`src/sv/twsm_pkg.sv`:
```
// ----------------------------------------------------------------------------
// twsm_pkg: shared types and constants for the two-wire sensor master
// Holds the transaction payload types, the configuration set, the
// sequencer phase encoding and the protocol constants.
// ----------------------------------------------------------------------------
package twsm_pkg;

  // Number of clock pulses in a connection reset.
  localparam int RESET_CLOCKS_DEFAULT = 9;

  localparam int HALF_PERIOD_W  = 16;
  localparam int TIMEOUT_W      = 16;
  localparam int COMMAND_W      = 8;
  localparam int CFG_DATA_W     = 16;
  localparam int CFG_INDEX_W    = 2;
  localparam int BIT_INDEX_W    = 4;
  localparam int BYTE_INDEX_W   = 2;
  localparam int ERROR_W        = 2;

  // Configuration register indexes.
  localparam logic [CFG_INDEX_W-1:0] CFG_HALF_PERIOD = 2'd0;
  localparam logic [CFG_INDEX_W-1:0] CFG_TIMEOUT     = 2'd1;
  localparam logic [CFG_INDEX_W-1:0] CFG_TEMP_CMD    = 2'd2;
  localparam logic [CFG_INDEX_W-1:0] CFG_HUMID_CMD   = 2'd3;

  // Configuration reset values.
  localparam logic [HALF_PERIOD_W-1:0] HALF_PERIOD_RESET = 16'd250;
  localparam logic [TIMEOUT_W-1:0]     TIMEOUT_RESET     = 16'hFFFF;
  localparam logic [COMMAND_W-1:0]     TEMP_CMD_RESET    = 8'h03;
  localparam logic [COMMAND_W-1:0]     HUMID_CMD_RESET   = 8'h05;

  // Request codes.
  localparam logic [1:0] REQ_NONE  = 2'd0;
  localparam logic [1:0] REQ_TEMP  = 2'd1;
  localparam logic [1:0] REQ_HUMID = 2'd2;
  localparam logic [1:0] REQ_RESET = 2'd3;

  // Protocol constants.
  localparam logic [BIT_INDEX_W-1:0]  BYTE_BITS    = 4'd8;
  localparam logic [BIT_INDEX_W-1:0]  TS_LOW_UNITS = 4'd3;
  localparam logic [BYTE_INDEX_W-1:0] BYTE_COUNT   = 2'd3;
  localparam logic [BYTE_INDEX_W-1:0] ACKED_BYTES  = 2'd2;
  localparam logic [ERROR_W-1:0]      ERROR_MAX    = 2'd2;

  typedef enum logic [4:0] {
    PH_IDLE   = 5'd0,
    PH_RST_HI = 5'd1,
    PH_RST_LO = 5'd2,
    PH_TS0    = 5'd3,
    PH_TS1    = 5'd4,
    PH_TS2    = 5'd5,
    PH_TS3    = 5'd6,
    PH_TS4    = 5'd7,
    PH_TS5    = 5'd8,
    PH_WR_HI  = 5'd9,
    PH_WR_LO  = 5'd10,
    PH_ACK_HI = 5'd11,
    PH_ACK_LO = 5'd12,
    PH_WAIT   = 5'd13,
    PH_RD_HI  = 5'd14,
    PH_RD_LO  = 5'd15,
    PH_RA_SET = 5'd16,
    PH_RA_HI  = 5'd17,
    PH_RA_LO  = 5'd18
  } phase_t;

  typedef struct packed {
    logic [1:0] req_type;
    logic       sda_in;
  } in_t;

  typedef struct packed {
    logic               scl;
    logic               sda_release;
    logic               busy_res;
    logic               done_res;
    logic [15:0]        reading;
    logic [7:0]         checksum_byte;
    logic [ERROR_W-1:0] error_count;
  } out_t;

  typedef struct packed {
    logic [HALF_PERIOD_W-1:0] half_period_cycles;
    logic [TIMEOUT_W-1:0]     timeout_units;
    logic [COMMAND_W-1:0]     temperature_command;
    logic [COMMAND_W-1:0]     humidity_command;
  } cfg_t;

endpackage

```
`src/sv/twsm_core.sv`:
```
// ----------------------------------------------------------------------------
// twsm_core: bus sequencer of the two-wire sensor master
// Holds the sequencer state and computes one tick of the bus sequence and
// its result from the current state, the request and the sampled data line.
// ----------------------------------------------------------------------------
module twsm_core #(
  parameter int RESET_CLOCKS = twsm_pkg::RESET_CLOCKS_DEFAULT
) (
  input  logic           clk,
  input  logic           rst,
  input  logic           step,
  input  twsm_pkg::in_t  item,
  input  twsm_pkg::cfg_t cfg,
  output twsm_pkg::out_t result
);

  localparam int BW = twsm_pkg::BIT_INDEX_W;
  localparam int YW = twsm_pkg::BYTE_INDEX_W;
  localparam int EW = twsm_pkg::ERROR_W;

  twsm_pkg::phase_t phase, phase_next;
  logic [15:0]   delay_count, delay_count_next;
  logic [15:0]   wait_count, wait_count_next;
  logic [BW-1:0] bit_index, bit_index_next;
  logic [YW-1:0] byte_index, byte_index_next;
  logic [7:0]    shift_byte, shift_byte_next;
  logic [15:0]   reading_reg, reading_reg_next;
  logic [7:0]    checksum_reg, checksum_reg_next;
  logic [EW-1:0] error_reg, error_reg_next;
  logic          reset_seq, reset_seq_next;

  logic [15:0]   unit;
  logic [16:0]   delay_inc;
  logic [15:0]   wait_inc;
  logic [BW-1:0] bit_inc;
  logic [YW-1:0] byte_inc;
  logic [1:0]    lines;
  logic          busy;
  logic          done;

  // Line levels for a phase: bit 1 is the clock, bit 0 is data released.
  function automatic logic [1:0] drive(twsm_pkg::phase_t ph, logic [YW-1:0] byte_idx,
                                       logic wr_bit);
    logic ack_bit;
    ack_bit = (byte_idx < twsm_pkg::ACKED_BYTES) ? 1'b0 : 1'b1;
    unique case (ph)
      twsm_pkg::PH_RST_HI: drive = 2'b11;
      twsm_pkg::PH_TS1:    drive = 2'b11;
      twsm_pkg::PH_TS2:    drive = 2'b10;
      twsm_pkg::PH_TS3:    drive = 2'b00;
      twsm_pkg::PH_TS4:    drive = 2'b10;
      twsm_pkg::PH_TS5:    drive = 2'b11;
      twsm_pkg::PH_WR_HI:  drive = {1'b1, wr_bit};
      twsm_pkg::PH_WR_LO:  drive = {1'b0, wr_bit};
      twsm_pkg::PH_ACK_HI: drive = 2'b11;
      twsm_pkg::PH_RD_HI:  drive = 2'b11;
      twsm_pkg::PH_RA_SET: drive = {1'b0, ack_bit};
      twsm_pkg::PH_RA_HI:  drive = {1'b1, ack_bit};
      twsm_pkg::PH_RA_LO:  drive = {1'b0, ack_bit};
      default:             drive = 2'b01;
    endcase
  endfunction

  assign unit = (cfg.half_period_cycles == '0) ? 16'd1 : cfg.half_period_cycles;

  always_comb begin
    phase_next        = phase;
    delay_count_next  = delay_count;
    wait_count_next   = wait_count;
    bit_index_next    = bit_index;
    byte_index_next   = byte_index;
    shift_byte_next   = shift_byte;
    reading_reg_next  = reading_reg;
    checksum_reg_next = checksum_reg;
    error_reg_next    = error_reg;
    reset_seq_next    = reset_seq;
    busy              = 1'b0;
    done              = 1'b0;
    delay_inc         = '0;
    wait_inc          = '0;
    bit_inc           = '0;
    byte_inc          = '0;

    // A request is taken only when idle.
    if (phase == twsm_pkg::PH_IDLE && item.req_type != twsm_pkg::REQ_NONE) begin
      delay_count_next = '0;
      bit_index_next   = '0;
      byte_index_next  = '0;
      if (item.req_type == twsm_pkg::REQ_RESET) begin
        reset_seq_next = 1'b1;
        phase_next     = twsm_pkg::PH_RST_HI;
      end else begin
        reset_seq_next  = 1'b0;
        error_reg_next  = '0;
        shift_byte_next = (item.req_type == twsm_pkg::REQ_TEMP) ?
                          cfg.temperature_command : cfg.humidity_command;
        phase_next      = twsm_pkg::PH_TS0;
      end
    end

    lines = drive(phase_next, byte_index_next, shift_byte_next[7]);

    if (phase_next != twsm_pkg::PH_IDLE) begin
      busy = 1'b1;
      // Acknowledge and data bits are sampled on the first tick of clock high.
      if (delay_count_next == '0) begin
        if (phase_next == twsm_pkg::PH_ACK_HI && item.sda_in &&
            error_reg_next < twsm_pkg::ERROR_MAX) begin
          error_reg_next = error_reg_next + 1'b1;
        end
        if (phase_next == twsm_pkg::PH_RD_HI) begin
          shift_byte_next = {shift_byte_next[6:0], item.sda_in};
        end
      end
      delay_inc = {1'b0, delay_count_next} + 17'd1;
      bit_inc   = bit_index_next + 1'b1;
      byte_inc  = byte_index_next + 1'b1;
      wait_inc  = wait_count_next + 16'd1;
      if (delay_inc >= {1'b0, unit}) begin
        delay_count_next = '0;
        unique case (phase_next)
          twsm_pkg::PH_RST_HI: phase_next = twsm_pkg::PH_RST_LO;
          twsm_pkg::PH_RST_LO: begin
            if (bit_inc >= BW'(RESET_CLOCKS)) begin
              bit_index_next = '0;
              phase_next     = twsm_pkg::PH_TS0;
            end else begin
              bit_index_next = bit_inc;
              phase_next     = twsm_pkg::PH_RST_HI;
            end
          end
          twsm_pkg::PH_TS0: phase_next = twsm_pkg::PH_TS1;
          twsm_pkg::PH_TS1: phase_next = twsm_pkg::PH_TS2;
          twsm_pkg::PH_TS2: begin
            phase_next     = twsm_pkg::PH_TS3;
            bit_index_next = '0;
          end
          twsm_pkg::PH_TS3: begin
            if (bit_inc >= twsm_pkg::TS_LOW_UNITS) begin
              bit_index_next = '0;
              phase_next     = twsm_pkg::PH_TS4;
            end else begin
              bit_index_next = bit_inc;
            end
          end
          twsm_pkg::PH_TS4: phase_next = twsm_pkg::PH_TS5;
          twsm_pkg::PH_TS5: begin
            if (reset_seq_next) begin
              phase_next = twsm_pkg::PH_IDLE;
              done       = 1'b1;
            end else begin
              phase_next     = twsm_pkg::PH_WR_HI;
              bit_index_next = '0;
            end
          end
          twsm_pkg::PH_WR_HI: phase_next = twsm_pkg::PH_WR_LO;
          twsm_pkg::PH_WR_LO: begin
            shift_byte_next = {shift_byte_next[6:0], 1'b0};
            bit_index_next  = bit_inc;
            phase_next      = (bit_inc >= twsm_pkg::BYTE_BITS) ?
                              twsm_pkg::PH_ACK_HI : twsm_pkg::PH_WR_HI;
          end
          twsm_pkg::PH_ACK_HI: phase_next = twsm_pkg::PH_ACK_LO;
          twsm_pkg::PH_ACK_LO: begin
            phase_next      = twsm_pkg::PH_WAIT;
            wait_count_next = '0;
          end
          twsm_pkg::PH_WAIT: begin
            if (!item.sda_in) begin
              phase_next      = twsm_pkg::PH_RD_HI;
              byte_index_next = '0;
              bit_index_next  = '0;
              shift_byte_next = '0;
            end else begin
              wait_count_next = wait_inc;
              if (wait_inc == cfg.timeout_units) begin
                if (error_reg_next < twsm_pkg::ERROR_MAX) begin
                  error_reg_next = error_reg_next + 1'b1;
                end
                phase_next      = twsm_pkg::PH_RD_HI;
                byte_index_next = '0;
                bit_index_next  = '0;
                shift_byte_next = '0;
              end
            end
          end
          twsm_pkg::PH_RD_HI: phase_next = twsm_pkg::PH_RD_LO;
          twsm_pkg::PH_RD_LO: begin
            bit_index_next = bit_inc;
            if (bit_inc >= twsm_pkg::BYTE_BITS) begin
              case (byte_index_next)
                2'd0:    reading_reg_next[15:8] = shift_byte_next;
                2'd1:    reading_reg_next[7:0]  = shift_byte_next;
                default: checksum_reg_next      = shift_byte_next;
              endcase
              phase_next = twsm_pkg::PH_RA_SET;
            end else begin
              phase_next = twsm_pkg::PH_RD_HI;
            end
          end
          twsm_pkg::PH_RA_SET: phase_next = twsm_pkg::PH_RA_HI;
          twsm_pkg::PH_RA_HI:  phase_next = twsm_pkg::PH_RA_LO;
          twsm_pkg::PH_RA_LO: begin
            byte_index_next = byte_inc;
            if (byte_inc >= twsm_pkg::BYTE_COUNT) begin
              phase_next = twsm_pkg::PH_IDLE;
              done       = 1'b1;
            end else begin
              phase_next      = twsm_pkg::PH_RD_HI;
              bit_index_next  = '0;
              shift_byte_next = '0;
            end
          end
          default: begin
            phase_next = twsm_pkg::PH_IDLE;
            done       = 1'b1;
          end
        endcase
      end else begin
        delay_count_next = delay_inc[15:0];
      end
    end

    result.scl           = lines[1];
    result.sda_release   = lines[0];
    result.busy_res      = busy;
    result.done_res      = done;
    result.reading       = reading_reg_next;
    result.checksum_byte = checksum_reg_next;
    result.error_count   = error_reg_next;
  end

  always_ff @(posedge clk) begin
    if (rst) begin
      phase        <= twsm_pkg::PH_IDLE;
      delay_count  <= '0;
      wait_count   <= '0;
      bit_index    <= '0;
      byte_index   <= '0;
      shift_byte   <= '0;
      reading_reg  <= '0;
      checksum_reg <= '0;
      error_reg    <= '0;
      reset_seq    <= 1'b0;
    end else if (step) begin
      phase        <= phase_next;
      delay_count  <= delay_count_next;
      wait_count   <= wait_count_next;
      bit_index    <= bit_index_next;
      byte_index   <= byte_index_next;
      shift_byte   <= shift_byte_next;
      reading_reg  <= reading_reg_next;
      checksum_reg <= checksum_reg_next;
      error_reg    <= error_reg_next;
      reset_seq    <= reset_seq_next;
    end
  end

endmodule

```
`src/sv/two_wire_sensor_measure_master.sv`:
```
// ----------------------------------------------------------------------------
// two_wire_sensor_measure_master: two-wire humidity/temperature bus master
// Top level: configuration registers, the bus sequencer and the result
// register with its valid/stall handshake.
// ----------------------------------------------------------------------------
//
//   Channel  Signals                          Direction  Carries
//   -------  -------------------------------  ---------  --------------------------
//   in       in_valid, in_stall, in_data      sink       request and sampled data
//   out      out_valid, out_stall, out_data   source     line levels and readings
//   cfg      cfg_we, cfg_index, cfg_wdata     sink       register writes
//
// Each input transaction is one bus tick and yields exactly one output
// transaction in the next cycle; one tick is taken per cycle unless stalled,
// set by the single pass through the sequencer logic into the result register.
// Reset (rst, synchronous) returns the sequencer to idle and loads the
// register defaults. A stalled output holds the result register, and the
// input is stalled only while that register is full and not being taken.
//
// A tick of the bus is one input transaction, not one clock cycle: the bus
// timing (half period, timeout) counts transactions, so the upstream side
// sets the real bus rate by how often it presents ticks.
module two_wire_sensor_measure_master #(
  parameter int RESET_CLOCKS = twsm_pkg::RESET_CLOCKS_DEFAULT
) (
  input  logic                                clk,
  input  logic                                rst,
  // Input transactions: one tick each.
  input  logic                                in_valid,
  output logic                                in_stall,
  input  twsm_pkg::in_t                       in_data,
  // Output transactions: one result per tick.
  output logic                                out_valid,
  input  logic                                out_stall,
  output twsm_pkg::out_t                      out_data,
  // Configuration write port.
  input  logic                                cfg_we,
  input  logic [twsm_pkg::CFG_INDEX_W-1:0]    cfg_index,
  input  logic [twsm_pkg::CFG_DATA_W-1:0]     cfg_wdata
);

  twsm_pkg::cfg_t cfg;
  twsm_pkg::out_t result;
  logic           accept;

  // The result register may take a new value when it is empty or when its
  // current contents leave this cycle.
  assign in_stall = out_valid & out_stall;
  assign accept   = in_valid & ~in_stall;

  // Configuration registers. Write them only while the block is idle; it does not enforce this.
  always_ff @(posedge clk) begin
    if (rst) begin
      cfg.half_period_cycles  <= twsm_pkg::HALF_PERIOD_RESET;
      cfg.timeout_units       <= twsm_pkg::TIMEOUT_RESET;
      cfg.temperature_command <= twsm_pkg::TEMP_CMD_RESET;
      cfg.humidity_command    <= twsm_pkg::HUMID_CMD_RESET;
    end else if (cfg_we) begin
      unique case (cfg_index)
        twsm_pkg::CFG_HALF_PERIOD: cfg.half_period_cycles  <= cfg_wdata;
        twsm_pkg::CFG_TIMEOUT:     cfg.timeout_units       <= cfg_wdata;
        twsm_pkg::CFG_TEMP_CMD:    cfg.temperature_command <= cfg_wdata[7:0];
        twsm_pkg::CFG_HUMID_CMD:   cfg.humidity_command    <= cfg_wdata[7:0];
        default: ;
      endcase
    end
  end

  // The sequencer advances its state only on an accepted transaction.
  twsm_core #(
    .RESET_CLOCKS(RESET_CLOCKS)
  ) u_core (
    .clk   (clk),
    .rst   (rst),
    .step  (accept),
    .item  (in_data),
    .cfg   (cfg),
    .result(result)
  );

  // Result register: the valid flag is control state, the payload needs no reset.
  always_ff @(posedge clk) begin
    if (rst) begin
      out_valid <= 1'b0;
    end else if (accept) begin
      out_valid <= 1'b1;
    end else if (!out_stall) begin
      out_valid <= 1'b0;
    end
  end

  always_ff @(posedge clk) begin
    if (accept) begin
      out_data <= result;
    end
  end

endmodule
```
`config.mk`:
```
export PLATFORM = sky130hd
export DESIGN_NAME = two_wire_sensor_measure_master
export DESIGN_NICKNAME = d
export VERILOG_FILES = /design/src/sv/twsm_pkg.sv /design/src/sv/twsm_core.sv /design/src/sv/two_wire_sensor_measure_master.sv
export SDC_FILE = /design/constraint.sdc
export NUM_CORES = 1
export LEC_CHECK = 0
export BUFFER_PORTS_ARGS = -buffer_cell sky130_fd_sc_hd__buf_2
export CAP_MARGIN = 20
export CORE_ASPECT_RATIO = 1.5
export CORE_UTILIZATION = 39
export DETAILED_ROUTE_END_ITERATION = 8
export MAX_ROUTING_LAYER = met4
export PLACE_DENSITY = 0.63
export RECOVER_POWER = 100
export SLEW_MARGIN = 25
export SYNTH_ARGS = -nofsm -noshare
export SYNTH_HDL_FRONTEND = slang
export SYNTH_SLANG_ARGS = --single-unit
```
`constraint.sdc`:
```
create_clock -name clk -period 6.8 [get_ports clk]
set_input_delay 0.68 -clock clk [delete_from_list [all_inputs] [get_ports clk]]
set_output_delay 0.68 -clock clk [all_outputs]
set_load 0.01 [all_outputs]
```
==> results.txt, run 1 <==
----------------------------------------------------
[Yosys]
  Cell accounting for the most synthesized area ... dfxtp_1
  Largest family of logic cells by synthesized area ... simple AND/OR/NAND/NOR gates
  Primary flip-flop cell chosen by synthesis mapping ... dfxtp_1
  Post-Synthesis Mean Instance Area ... approximately 8.3 um2
  Number of flops mapped to enable cells by yosys ... 30
  Gate count of the mapped netlist ... between 1,000 and 1,500
  Total of flip-flops plus latches after synthesis ... between 150 and 200
  Adder-cell share of the synthesized area ... under 10%
  Post-synthesis compound-gate area fraction ... between 10% and 20%
  Fraction of the yosys area taken by sequential cells ... about two fifths
  Synth Net Count ... 1,135
  Multiplexer share of the synthesized area ... 6.548%
  Synth unique cells ... 72
  Dominant cells by area after synthesis ... dfxtp_1, edfxtp_1, nand2_1, a21oi_1, nor2_1
  Netlist Area Pre-Place ... 0.009019 mm2
  Fraction of synthesized cell area in xor and xnor cells ... 3.399%
  Simple logic cell fraction of the synthesized area ... roughly a quarter
  Area share of the largest cell type after synthesis ... 28.19%
  Warnings, synthesis ... 0
  Share of flip-flops with an asynchronous set or reset ... 0%

[Global routing]
  Vias in the first global route ... approximately 7,700
  Maximum number of pins on one net before global-route repair ... 69
  Antenna violations before repair ... 0
  Total routing usage reported by global routing ... 22.85%
  Final global-route overflow total ... 0
  First-pass GRT wire length ... approximately 41 mm

[Cells and area]
  Flip-flop count of the largest register after layout ... 48
  Most used cells in the layout excluding fill and tap cells ... nand2_1, dfxtp_1, nor2_1
  Count of inserted antenna diode cells ... 0
  Number of nets in the final layout ... about 1,200
  Regs by FF count ... cfg: 48 flops, out_data: 30 flops
  Register with the most flip-flops ... cfg
  Commonest non-fill, non-tap cell in the layout ... nand2_1
  Post-route non-filler standard cell count ... 1,399
  Final design area excluding fillers ... 0.01007 mm2
  Synth-to-layout area growth ... 11.67%
  Fraction of layout instances using a drive strength above 1 ... 10.69%

[Placement]
  Area after DPL ... 0.009545 mm2
  Place WS ... 1.383 ns
  Count of input and output buffers ... 57
  Placed Instances ... 1,367
  Routability Congestion ... 0.9279
  Dpl hpwl ... 18.63 mm

[Critical path]
  Critical Path, Cell by Cell ... or4_1 -> or3_1 -> nand2_1 -> inv_1 -> ha_1 -> nand3_1 -> nor4_1 -> xnor2_1 -> nor2_1 -> ha_1 -> nand3_1 -> or3_1 -> o211ai_1 -> a311oi_1 -> a211oi_1 -> mux2i_1 -> nor2_1
  Crit path launch type ... flop
  Data arrival at the endpoint of the critical path ... 6.13 ns
  Endpoint kind of the worst setup timing path ... flop
  Startpoint-to-endpoint class of the critical path ... flop to flop
  Standard cell with the maximum stage delay on the critical path ... a211oi_1
  Data required time of the critical path ... 7.01 ns
  Crit path largest cell delay ... 1.41 ns
  CP Max Fanout ... 19

[Flow run]
  Max Cap Viol ... 5

[CTS]
  Number of clock sinks ... around 160
  Clock tree root buffer cell ... clkbuf_16
  CTS max path bufs ... 2
  Post-CTS setup buffer count ... 0
  CTS tree ... yes
  H-tree depth ... 4
  Post-cts repair resize count ... 0
  Clock buffer count from CTS ... 17
  Worst-path clk slew ... ~0.070 ns
  Clk Latency, worst-skew pair ... 0.44 ns
  Number of buffers added to fix hold violations after cts ... 0

[Floorplan]
  Std-Cell Core Area ... between 0.02 and 0.025 mm2
  Starting density of the core ... 39.99%
  Vertical extent of the die ... 188.2 um
  Die outline area ... about 0.024 mm2
  Number of rows created at floorplan ... 67
  I/O pin total ... 58
  Die outline width ... 126.2 um

[Timing]
  Time the final worst path needs with I/O delays and setup ... 5.919 ns
  Unrepaired setup endpoints after global routing ... false
  Highest Clock Rate ... 169.0 MHz
  Least-Margin Pin Slew ... 2.908 ns
  Worst clock skew ... 0.01182 ns
  Crit share post-route ... 87.04%
  Setup TNS ... 0 ns
  Max-slew violation count ... 198
  Setup violation total in the final timing report ... 0
  Worst path setup slack after routing ... 0.8814 ns
  Rel. slew slack ... -93.88%
  Number of endpoints with negative hold slack in the final report ... 0

[Routing]
  Average via count per standard cell ... 5.750
  DRT iter0 DRCs ... 529
  Via total after detailed routing ... 8,044
  Post-Route WL ... 25.82 mm
  Post-detailed-route DRC marker count ... 0
  Final routed wire length divided by cell count ... about 18 um
  Routed Antenna Nets ... 0
  Length of the first detailed-routing pass in iterations ... 7

[Power and ir drop]
  P_sw ... 666.1 uW
  Internal power summed over all cells ... 1563 uW
  Max rail drop VDD ... 171.4 uV
  Pwr/cell area ... 221.3 mW/mm2
  Clock network fraction of total power ... between 40% and 50%
  Sequential share of power ... 44.8%
  Gate power share ... 11.5%
  Switching Share ... 29.88%
  Leakage ... 0.003671 uW

[Outcome]
  Violated checks ... capacitance limit, slew limit
  Status ... complete, but fails checks

[Min path]
  Hold/Removal Path Class ... flop to flop

----------------------------------------------------
-- metrics by stage --
step,power [uW],utilization [%],hold WS (ns)
final,2229,44.66,0.4574
after global placement,1277,42.33,0.4435
after global routing,2312,44.66,0.4748
after CTS,2246,45.07,0.4571
after floorplan,1180,-,0.4359
after detailed placement,1278,42.33,0.4494
-- metal layers --
metal | vias up | share of wire [%] | global-route usage, %
li1 | 3947 | - | -
met1 | 3825 | 42 | 26.08
met2 | 227 | 51 | 39.72
met3 | 45 | 3.3 | 2.499
met4 | 0 | 3.4 | 10.89
met5 | - | 0 | -
-- cell type report --
cell class / instances / area (um2)
Tap cell: 276 / 345.3
Timing Repair Buffer: 79 / 396.6
Inverter: 50 / 187.7
Sequential cell: 157 / 3443
Fill cell: 2206 / 12480
Multi-Input combinational cell: 805 / 5080
Clock inverter: 15 / 192.7
Clock buffer: 17 / 425.4
-- cell usage after synthesis, types with 20 or more instances --
master / n
nand2_1: 159
clkbuf_1: 55
mux2_2: 24
a21oi_1: 90
inv_1: 50
nand3_1: 38
dfxtp_1: 127
nor2_1: 97
edfxtp_1: 30
ha_1: 26
mux2i_1: 32
nand3b_1: 33
o21ai_0: 27
nor3_1: 20
-- power groups by stage --
stage / combinational (uW) / sequential (uW) / clock (uW)
2_1_floorplan: 162 / 1020 / 0
3_3_place_gp: 258 / 1020 / 0
3_5_place_dp: 259 / 1020 / 0
4_1_cts: 260 / 998 / 989
5_1_grt: 280 / 1000 / 1030
6_report: 257 / 999 / 974
-- final timing paths --
kind | endpoint | slack, ns | cells past startpoint | from
worst max register to register | u_core.checksum_reg[1] | 0.88 | 17 | u_core.phase[2]
worst min register to register | cfg[32] | 0.46 | 2 | cfg[32]
worst max-delay path | u_core.checksum_reg[1] | 0.88 | 17 | u_core.phase[2]
worst min-delay path | cfg[32] | 0.46 | 2 | cfg[32]
-- worst max-delay path: cells and delay by family (launching register included) --
family	cells	cell delay [ns]
compound gates	3	1.71
xor+xnor	1	0.16
fa+ha+maj	2	0.60
buf+inv	1	0.07
flops	1	0.50
mux	1	0.31
simple gates	9	2.36
-- logic make-up after synthesis --
logic type | count (synthesis)
fa+ha+maj | 26
simple gates | 447
mux | 56
buf+inv | 121
flops | 157
compound gates | 241
xor+xnor | 35
No activity file was read; power rests on OpenSTA's default activity.
==> run 2, diff against run 1 <==
--- a/config.mk
+++ b/config.mk
@@ -7,7 +7,7 @@
 export LEC_CHECK = 0
 export BUFFER_PORTS_ARGS = -buffer_cell sky130_fd_sc_hd__buf_2
 export CAP_MARGIN = 20
-export CORE_ASPECT_RATIO = 1.5
+export CORE_ASPECT_RATIO = 1.75
 export CORE_UTILIZATION = 39
 export DETAILED_ROUTE_END_ITERATION = 8
 export MAX_ROUTING_LAYER = met4
==> run 2 against run 1 <==
Compared with the run above:
- the flow still finishes with violations (capacitance limit, slew limit)
- highest routed layer unchanged
- global-route usage is 1.3 points higher
- register-to-register slack improved by 0.12 ns
- utilization is 0.27 points lower
- largest power group unchanged
- power shrank 0.11%
- clock power down 0.7%
==> results.txt, run 2 (same netlist as run 1, synthesis figures left out) <==
----------------------------------------------------
[Outcome]
  Status ... complete, but fails checks
  Violated checks ... capacitance limit, slew limit

[Timing]
  Max-slew violation count ... 181
  Setup TNS ... 0 ns
  Number of endpoints with negative hold slack in the final report ... 0
  Setup violation total in the final timing report ... 0
  Highest Clock Rate ... 172.5 MHz
  Crit share post-route ... 85.26%
  Unrepaired setup endpoints after global routing ... false
  Worst clock skew ... 0.01366 ns
  Least-Margin Pin Slew ... 3.531 ns
  Rel. slew slack ... -135.4%
  Time the final worst path needs with I/O delays and setup ... 5.798 ns

[Routing]
  Post-detailed-route DRC marker count ... 0
  Average via count per standard cell ... 5.735
  Final routed wire length divided by cell count ... between 15 and 20 um
  Post-Route WL ... 26.45 mm
  Routed Antenna Nets ... 0
  DRT iter0 DRCs ... about 600
  Length of the first detailed-routing pass in iterations ... 5
  Via total after detailed routing ... a little over 8,000

[Critical path]
  Data required time of the critical path ... 7.10 ns
  CP Max Fanout ... 26
  Data arrival at the endpoint of the critical path ... about 6.1 ns
  Startpoint-to-endpoint class of the critical path ... flop to flop
  Crit path launch type ... flop
  Endpoint kind of the worst setup timing path ... flop

[Power and ir drop]
  Leakage ... about 0.0037 uW
  Max rail drop VDD ... 192.6 uV
  Gate power share ... 11.7%
  Internal power summed over all cells ... 1610 uW
  Clock network fraction of total power ... 43.4%
  P_sw ... 616.2 uW
  Switching Share ... 27.67%
  Sequential share of power ... between 40% and 50%
  Pwr/cell area ... 220.5 mW/mm2

[Global routing]
  Met3 track demand over resource in global routing ... 3.774%
  Vias in the first global route ... 7,968
  Final global-route overflow total ... 0
  Antenna violations before repair ... 0
  Global routing's busiest layer ... met2
  Met2 track demand over resource ... 41.36%
  Total routing usage reported by global routing ... 24.16%
  Maximum number of pins on one net before global-route repair ... 81
  Met1 layer usage reported by global route ... 25.59%
  First-pass GRT wire length ... 42.29 mm

[Floorplan]
  Number of rows created at floorplan ... 73
  Vertical extent of the die ... 203.2 um
  Die outline width ... between 100 and 150 um
  Die outline area ... 0.02376 mm2
  Std-Cell Core Area ... 0.02274 mm2
  Starting density of the core ... 39.65%
  I/O pin total ... 58

[Cells and area]
  Flip-flop count of the largest register after layout ... 48
  Synth-to-layout area growth ... 11.94%
  Count of inserted antenna diode cells ... 0
  Commonest non-fill, non-tap cell in the layout ... nand2_1
  Most used cells in the layout excluding fill and tap cells ... nand2_1, dfxtp_1, nor2_1
  Fraction of layout instances using a drive strength above 1 ... 10.77%
  Filler cells ... 2,255
  Final design area excluding fillers ... 0.01010 mm2
  Number of nets in the final layout ... about 1,200
  Regs by FF count ... cfg: 48 flops, out_data: 30 flops
  Register with the most flip-flops ... cfg

[CTS]
  CTS max path bufs ... 2
  Clk Latency, worst-skew pair ... 0.44 ns
  CTS tree ... yes
  Worst-path clk slew ... 0.07 ns
  Number of clock sinks ... between 150 and 200
  H-tree depth ... 4
  Post-CTS setup buffer count ... 0
  Number of buffers added to fix hold violations after cts ... 0
  Clock buffer count from CTS ... 17
  Post-cts repair resize count ... 0
  Clock tree root buffer cell ... clkbuf_16

[Placement]
  Area after DPL ... 0.009583 mm2
  Count of input and output buffers ... 57
  Routability Congestion ... 0.9707
  Dpl hpwl ... 19.35 mm

[Min path]
  Hold/Removal Path Class ... flop to flop

[Flow run]
  Max Cap Viol ... 3

----------------------------------------------------
==> run 2: changes by cell type in the layout (fill, tap and decap cells not counted), sizes merged <==
cell and change:
clkbuf +4, buf -2, clkinv -5, clkinvlp +2, bufinv +2
==> run 2: power by group through the flow <==
stage                     registers, uW  clock network (uW)  logic, uW
after detailed placement           1020                   0        260
after global placement             1020                   0        260
after floorplan                    1020                   0        162
final                              1000                 967        260
after CTS                           999                 984        261
after global routing               1000                1020        286
==> run 2: critical path: stages, from the launching register on <==
cell,delay [ns]
dfxtp_1,0.29
clkbuf_1,0.40
or4_4,0.78
or3_1,0.44
nand2_1,0.14
inv_1,0.07
ha_1,0.28
nand3_1,0.17
nor4_1,0.07
xnor2_1,0.17
nor2_1,0.08
ha_1,0.30
nand3_1,0.11
nor3_1,0.36
nand2_1,0.31
inv_1,0.34
nor2_1,0.22
buf_4,0.27
or4_1,0.54
a311oi_1,0.29
==> run 2: cell type report <==
cell class / instances / area, um2 / area share (%)
Clock inverter: 14 / 157.7 / 1.562
Multi-Input combinational cell: 805 / 5107 / 50.59
Timing Repair Buffer: 80 / 395.4 / 3.916
Tap cell: 300 / 375.4 / 3.718
Inverter: 50 / 187.7 / 1.859
Sequential cell: 157 / 3443 / 34.11
Clock buffer: 18 / 429.2 / 4.251
==> run 2: worst paths after layout <==
check,from,end,slack (ns),cells past startpoint
max,u_core.phase[3],u_core.error_reg[1],1.00,19
min reg2reg,cfg[4],cfg[4],0.46,2
max reg2reg,u_core.phase[3],u_core.error_reg[1],1.00,19
min,cfg[4],cfg[4],0.46,2
==> run 2: metrics by stage <==
step | setup slack (ns) | cells | total power, uW | hold WS, ns | utilization (%)
detailed placement | 1.423 | 1392 | 1280 | 0.4510 | 42.14
global placement | 1.601 | 1392 | 1279 | 0.4434 | 42.14
floorplan | 1.690 | 1083 | 1180 | 0.4359 | -
CTS | 1.400 | 1424 | 2244 | 0.4467 | 44.72
finish | 1.002 | 1424 | 2227 | 0.4586 | 44.39
global route | 0.4712 | 1424 | 2310 | 0.4699 | 44.39
==> run 2: per-layer routing <==
layer | vias to the layer above | routed length, um | share of wire (%)
met3 | 93 | 1118 | 4.2
met4 | 0 | 1459 | 5.5
met5 | - | 0 | 0
met1 | 3862 | 10090 | 38
met2 | 274 | 13780 | 52
li1 | 3938 | - | -
==> run 3, diff against run 2 <==
--- a/config.mk
+++ b/config.mk
@@ -8,11 +8,12 @@
 export BUFFER_PORTS_ARGS = -buffer_cell sky130_fd_sc_hd__buf_2
 export CAP_MARGIN = 20
 export CORE_ASPECT_RATIO = 1.75
-export CORE_UTILIZATION = 39
+export CORE_UTILIZATION = 35
 export DETAILED_ROUTE_END_ITERATION = 8
 export MAX_ROUTING_LAYER = met4
-export PLACE_DENSITY = 0.63
+export PLACE_DENSITY = 0.59
 export RECOVER_POWER = 100
+export SKIP_LAST_GASP = 1
 export SLEW_MARGIN = 25
 export SYNTH_ARGS = -nofsm -noshare
 export SYNTH_HDL_FRONTEND = slang
==> run 3 against run 2 <==
Compared with the run above:
- the flow still finishes with violations (capacitance limit, slew limit)
- global-route usage is 2.6 points lower
- via count is 0.86% lower
- utilization is 4.6 points lower
- sequential share of layout area is 0.16 points higher
- combinational power hardly changed
- non-clock buffer count is 1 higher
- setup slack worse by 0.041 ns
- final cell count is 1.2% higher
- maximum frequency is 0.71% lower
- cell area is 0.46% lower
- register-to-register slack worse by 0.04 ns
- clock power is 7.9% lower
==> results.txt, run 3 (same netlist as run 1, synthesis figures left out) <==
----------------------------------------------------
[Cells and area]
  Count of inserted antenna diode cells ... 0
  Number of nets in the final layout ... around 1,200
  Register with the most flip-flops ... cfg
  Flip-flop count of the largest register after layout ... 48
  Synth-to-layout area growth ... 11.43%
  Regs by FF count ... cfg: 48 flops, out_data: 30 flops
  Filler cells ... 2,624
  Commonest non-fill, non-tap cell in the layout ... nand2_1
  Fraction of layout instances using a drive strength above 1 ... 10.58%
  Most used cells in the layout excluding fill and tap cells ... nand2_1, dfxtp_1, nor2_1

[Critical path]
  Last element of the critical path ... u_core.shift_byte[1]
  Startpoint-to-endpoint class of the critical path ... flop to flop
  Data required time of the critical path ... 6.97 ns
  FF-to-FF Start ... u_core.phase[3]
  Count of cells along the worst register-to-register path ... 18
  Start point of the critical path ... u_core.phase[3]
  Endpoint kind of the worst setup timing path ... flop
  CP Max Fanout ... 26
  Crit path launch type ... flop
  Data arrival at the endpoint of the critical path ... 6.01 ns
  Capture instance of the worst register-to-register path ... u_core.shift_byte[1]
  Worst-case register-to-register setup slack ... 0.96 ns

[Routing]
  Average via count per standard cell ... 5.619
  DRT iter0 DRCs ... ~540
  Length of the first detailed-routing pass in iterations ... 7
  Final routed wire length divided by cell count ... ~18 um
  Post-detailed-route DRC marker count ... 0
  Routed Antenna Nets ... 0
  Post-Route WL ... 26.57 mm
  Via total after detailed routing ... 8,097

[Placement]
  Place WS ... 1.395 ns
  Count of input and output buffers ... between 50 and 60
  Routability Congestion ... 0.8916
  Dpl hpwl ... slightly below 20 mm

[Timing]
  Setup violation total in the final timing report ... 0
  Setup TNS ... 0 ns
  Least-Margin Pin Slew ... 3.973 ns
  Number of endpoints with negative hold slack in the final report ... 0
  Worst clock skew ... 0.009802 ns
  Max-slew violation count ... 199
  Unrepaired setup endpoints after global routing ... false
  Rel. slew slack ... -164.9%
  Worst path setup slack after routing ... roughly 0.96 ns
  Time the final worst path needs with I/O delays and setup ... 5.839 ns
  Crit share post-route ... 85.87%
  Highest Clock Rate ... 171.3 MHz

[Flow run]
  Max Cap Viol ... 5

[Min path]
  Hold/Removal Path Class ... flop to flop

[Floorplan]
  Die outline width ... 123.3 um
  Die outline area ... 0.02644 mm2
  Starting density of the core ... a little over a third
  I/O pin total ... 58
  Vertical extent of the die ... around 210 um
  Std-Cell Core Area ... 0.02524 mm2
  Number of rows created at floorplan ... 77

[Global routing]
  Antenna violations before repair ... 0
  Final global-route overflow total ... 0
  First-pass GRT wire length ... 42.62 mm
  Vias in the first global route ... 7,832
  Maximum number of pins on one net before global-route repair ... 94
  Total routing usage reported by global routing ... 21.54%

[CTS]
  CTS max path bufs ... 2
  Clock tree root buffer cell ... clkbuf_16
  Post-cts repair resize count ... 0
  H-tree depth ... 4
  Clk Latency, worst-skew pair ... 0.44 ns
  Clock buffer count from CTS ... 17
  Post-CTS setup buffer count ... 0
  Number of clock sinks ... 157
  Number of buffers added to fix hold violations after cts ... 0
  CTS tree ... yes
  Worst-path clk slew ... 0.07 ns

[Power and ir drop]
  Leakage ... 0.003650 uW
  Pwr/cell area ... approximately 210 mW/mm2
  Max rail drop VDD ... 168.5 uV

[Outcome]
  Violated checks ... capacitance limit, slew limit
  Status ... complete, but fails checks

----------------------------------------------------
[run 3: worst min-delay path by stage]
stage                     depth (start not counted)          start  slack (ns)      end
after floorplan                                   2        cfg[10]        0.44  cfg[10]
after global placement                            2        cfg[32]        0.44  cfg[32]
after detailed placement                          2        cfg[32]        0.45  cfg[32]
after CTS                                         2        cfg[32]        0.46  cfg[32]
after global routing                              3  cfg_wdata[15]        0.47  cfg[31]
final                                             2        cfg[32]        0.46  cfg[32]
[run 3: through the flow]
step                      utilization, %  instances  hold WS, ns  total power (uW)  area (um2)
after floorplan                        -       1083       0.4359              1180        9019
after global placement             38.07       1409       0.4423              1282        9610
after detailed placement           38.07       1409       0.4465              1284        9610
after CTS                          40.19       1441       0.4560              2177       10140
after global routing               39.81       1441       0.4659              2239       10050
final                              39.81       1441       0.4562              2153       10050
[run 3: cell type report]
| class | count | area (um2) | area share [%] |
|---|---|---|---|
| Multi-Input combinational cell | 805 | 5080 | 50.55 |
| Sequential cell | 157 | 3443 | 34.26 |
| Clock buffer | 18 | 429.2 | 4.270 |
| Timing Repair Buffer | 81 | 409.1 | 4.071 |
| Tap cell | 316 | 395.4 | 3.934 |
| Inverter | 50 | 187.7 | 1.868 |
| Clock inverter | 14 | 105.1 | 1.046 |
[run 3: worst max-delay path, cell delays in order (launching register included)]
cell      delay [ns]
dfxtp_1         0.30
buf_4           0.20
or4_4           0.64
or3_1           0.57
nand2_1         0.19
inv_1           0.08
ha_1            0.28
nand3_1         0.16
nor4_1          0.07
xnor2_1         0.20
nor2_1          0.08
ha_1            0.31
nand3_1         0.11
nor3_1          0.33
nand2_1         0.28
inv_1           0.34
nor2_1          0.27
a211oi_1        0.99
o32ai_1         0.16
[run 3: per-layer routing]
metal | wire (um) | vias up | global-route usage [%]
met5 | 0 | - | -
met3 | 1041 | 71 | 3.404
met1 | 10350 | 3828 | 23.27
met4 | 1080 | 0 | 9.880
met2 | 14090 | 246 | 37.71
li1 | - | 3952 | -
[run 3: where the power goes]
group	total [uW]	switching (uW)	internal, uW
clock	891	419	472
combinational	261	176	84.6
sequential	1000	21.4	979
